`src/kuct_ram.sv`:
```
// ----------------------------------------------------------------------------
// Keyed usage counter table: simple dual-port RAM
// One write port, one read port, registered read data held while not read.
// ----------------------------------------------------------------------------
module kuct_ram #(
	parameter int WIDTH = 8,
	parameter int DEPTH = 16,
	parameter int AW    = (DEPTH > 1) ? $clog2(DEPTH) : 1
) (
	input  logic             clk,
	input  logic             we,
	input  logic [AW-1:0]    waddr,
	input  logic [WIDTH-1:0] wdata,
	input  logic             re,
	input  logic [AW-1:0]    raddr,
	output logic [WIDTH-1:0] rdata
);

	logic [WIDTH-1:0] mem_q [DEPTH];

	always_ff @(posedge clk) begin
		if (we) begin
			mem_q[waddr] <= wdata;
		end
	end

	always_ff @(posedge clk) begin
		if (re) begin
			rdata <= mem_q[raddr];
		end
	end

endmodule

```
`config.mk`:
```
export PLATFORM = sky130hd
export DESIGN_NAME = kuct_ram
export DESIGN_NICKNAME = d
export VERILOG_FILES = /design/src/kuct_ram.sv
export SDC_FILE = /design/constraint.sdc
export NUM_CORES = 1
export LEC_CHECK = 0
export BUFFER_PORTS_ARGS = -buffer_cell sky130_fd_sc_hd__buf_2
export CAP_MARGIN = 30
export CORE_MARGIN = 1
export CORE_UTILIZATION = 60
export DETAILED_ROUTE_END_ITERATION = 16
export PLACE_DENSITY = 0.89
export SYNTH_ARGS = -nofsm -noshare
export SYNTH_HDL_FRONTEND = slang
export SYNTH_SLANG_ARGS = --single-unit
```
`constraint.sdc`:
```
create_clock -name clk -period 2 [get_ports clk]
set_input_delay 0 -clock clk [delete_from_list [all_inputs] [get_ports clk]]
set_output_delay 0 -clock clk [all_outputs]
set_load 0.02 [all_outputs]
```
== Word level (Yosys, flattened, before mapping) ==
Memories as Yosys holds them, arrays and structs flattened. A register that Yosys moved wholly into a read port is not among the register bits.
Index checks and enable logic that the tools add are counted.
W data, S select, Z words.
Operators by class
  add/subtract/negate cells: 0
  $mul: 0
  divide/modulo/power cells: 0
  $lt $le $gt $ge: 0
  equal/unequal tests: 0
  shifts and indexed selects: 0
  muxes and demuxes: 2
  bitwise gates (word level): 0
  reduce and logical (&&, ||, !) cells: 0
Operator list (number)
  $mux W1: 2
Storage, ports and cells
  bits in registers: 0
  bits in latches: 0
  bits in writable memories: 128
  bits in read-only memories: 0
  input bits: 19
  output and inout bits: 8
  memories kept: 1
Memory list
  mem_q: depth 16, bits a word 8, read ports 1, clocked after memory_dff 1, write ports 1, line 19  | logic [WIDTH-1:0] mem_q [DEPTH];

== Longest topological paths before layout ==
  depth after elaboration: 2
  depth in mapped cells: 5
  gate-level depth less buffers: 3

== Worst setup path before layout ==
OpenSTA, ideal clock, no wires.
  path kind: input port to flip-flop
  start: in waddr[2]
  end: mem mem_q[0][0], enable pin
  setup time: 383 ps
  data arrival time: 1110 ps
  data required time: 1617 ps
  setup slack: 507 ps
  stages: 2
  path buffers: 0
  cells stage by stage: or3b_2 nor3_1
RTL lines
  start, declared: line 12  | input logic [AW-1:0] waddr,
  end, declared: line 19
Straight into the memory's write port.

==> reports/results.txt <==
Initial cell density of the core: 62.7%
Syn Area/Cell: 22.8 sq um
Clock root cell: clkbuf_8
Initial antenna violation count: 0
CP Capture Type: flop
Final Hold Fails: 0
Vias in the first global route: 2,733
IO Port Bufs: 26
Max-slew violations: 0
Worst-path clk slew: 0.06 ns
Die Wd: 95.3 um
Clock sink count: 136
CTS buffer count: 17
Peak supply drop: 0.000678 V
WHS Endpoint: mem_q[4][2]
Hold crit path type: primary input to flop
Top cells by area, synth: edfxtp_1, mux4_2, mux4_1
Post-CTS Setup Bufs: 0
Yosys warning count: 0
Leakage power: 0.00213 uW
Number of core rows: 33
Worst reg2reg path depth: 3
F_max: 632 MHz
Overall die height: 95.3 um
Final worst-path cycle share: 79.1%
CP arrival: 1.84 ns
Drt via density: 6.62
Mapped Cells: 229
CTS H-tree lvls: 4
Core area: 8340 sq um
Hold path start: waddr[0]
Cell taking the most area after synthesis: edfxtp_1
Seq/Total Area, Yosys: 78.1%
Yosys top cell area share: 78.1%
Layout Nets: 309
Reg2reg end: rdata[3]
Met1 wire length: 4.22 mm
P&R area growth vs syn: 19.3%
Worst skew pair latency: 0.52 ns
Met3 wire length: 1.13 mm
Setup Skew: 0.00797 ns
Register bit count reported by yosys: 136
R2R Path Start: mem_q[1][3]
RePlAce Congestion: 0.714
Tmin final: 1.58 ns
Worst setup SP type: flop
Slew headroom: 43.9%
# fillers: 436
WL final: 11.2 mm
DP Cell Count: 367
Setup TNS Final: 0 ns
TritonCTS clock tree: done
# IOs: 27
Diode count: 0
Max cap viols: 0
Top Metal Used: met4
Routed Antenna Nets: 0
Number of remaining DRC errors: 0
Total congestion overflow: 0
Status: completed
Mapped Area: 5230 sq um
Initial DRC count: 286
HPWL after detailed placement: 6.06 mm
RSZ-0062 raised after global routing: false
Setup slack, reg-to-reg: 0.42 ns
Largest net degree at the start of global routing: 33
Worst-path maximum fanout: 1
Routed via count: 2,702
Non-filler cells, final: 408
Syn nets: 248
Crit path required time: 2.26 ns
Final setup violation count: 0
CTS Buffer Depth: 2
Library cells used by synthesis: 18
WS Path Type: flop to flop
Share of layout cells above drive strength 1: 30.7%
DR WL/cell: 27.4 um
Total Routing Usage GR: 28.1%
Die area: 9090 sq um
Pwr Density: 1060 nW/um^2
Hold Path Depth: 3
Worst-Margin Slew: 0.838 ns
Drt first pass iters: 5
First-pass GRT wire length: 16.5 mm
Metal2 WL: 5.37 mm
==> cell families (layout without fill, tap and decap cells) <==
logic type	count (synthesis)	in the layout	synth area share (%)
buf+inv	10	84	1.65
mux	32	32	14.8
flops	136	136	78.1
simple gates	35	35	3.14
compound gates	16	16	2.30
==> power by group <==
part | switching (uW) | leakage (uW) | internal (uW)
sequential | 19.8 | 0.00124 | 3210
clock | 1170 | 0.000282 | 1910
combinational | 191 | 0.000610 | 136
==> layout make-up <==
class                           count  area, sq um  share of cell area, %
Tap cell                          105          131                   2.11
Timing Repair Buffer               52          373                   5.98
Clock buffer                       18          418                   6.70
Clock inverter                     14          175                   2.81
Sequential cell                   136         4080                   65.5
Multi-Input combinational cell     83         1060                   16.9
==> sequential cells by signal, summed over array words and instances, names as in the netlist <==
name,count
mem_q,128
rdata,8
==> synthesized netlist by cell type <==
master	count
a22oi_1	16
clkdlybuf4s25_2	3
and2b_1	1
mux4_1	14
nand3b_1	2
nand3_1	1
nor3_1	4
nor2b_1	1
buf_2	3
or3b_2	1
nand2_1	9
and2_1	1
buf_4	1
mux4_2	18
nand2b_1	2
nor2_1	13
buf_6	3
edfxtp_1	136
==> per-layer routing <==
layer | track usage (%) | vias to the layer above
met5 | 0 | -
met4 | 15.3 | 0
met3 | 8.77 | 38
met2 | 42.0 | 199
met1 | 37.2 | 1362
li1 | - | 1103
==> timing repair <==
action,CTS,global route
endpoints found under the setup margin,0,0
endpoints found under the hold margin,136,0
hold buffers,9,0
gates resized for setup,0,0
==> worst max-delay path by stage <==
stage,from,slack [ns],end
floorplan,waddr[2],0.51,mem_q[0][0]
global placement,raddr[0],0.44,rdata[0]
detailed placement,raddr[0],0.42,rdata[1]
CTS,mem_q[1][3],0.43,rdata[3]
global route,mem_q[1][3],0.35,rdata[3]
finish,mem_q[1][3],0.42,rdata[3]
==> critical path, stage by stage, from the launching register on <==
cell and delay (ns):
edfxtp_1 0.37, mux4_1 0.56, a22oi_1 0.30, nand2_1 0.10
==> metrics by stage <==
stage          total power, uW  util [%]  area [sq um]  hold slack, ns  setup slack, ns
2_1_floorplan             3460         -          5230          0.0989            0.507
3_3_place_gp              3570      66.6          5560           0.369            0.439
3_5_place_dp              3590      66.6          5560           0.387            0.421
4_1_cts                   6670      74.8          6240          0.0434            0.433
5_1_grt                   6820      74.8          6240          0.0566            0.353
6_report                  6630      74.8          6240          0.0640            0.419
==> cells in the final DEF (no fill, tap or decap) <==
master and n:
a22oi_1 16, and2_1 1, and2b_1 1, buf_12 2
buf_2 26, buf_4 15, bufinv_16 3, clkbuf_1 1
clkbuf_16 16, clkbuf_8 1, clkinv_2 2, clkinv_4 4
clkinvlp_4 3, dlygate4sd3_1 9, edfxtp_1 136, inv_6 2
mux4_1 14, mux4_2 18, nand2_1 9, nand2b_1 2
nand3_1 1, nand3b_1 2, nor2_1 13, nor2b_1 1
nor3_1 4, or3b_2 1
No activity file was read; power rests on OpenSTA's default activity.
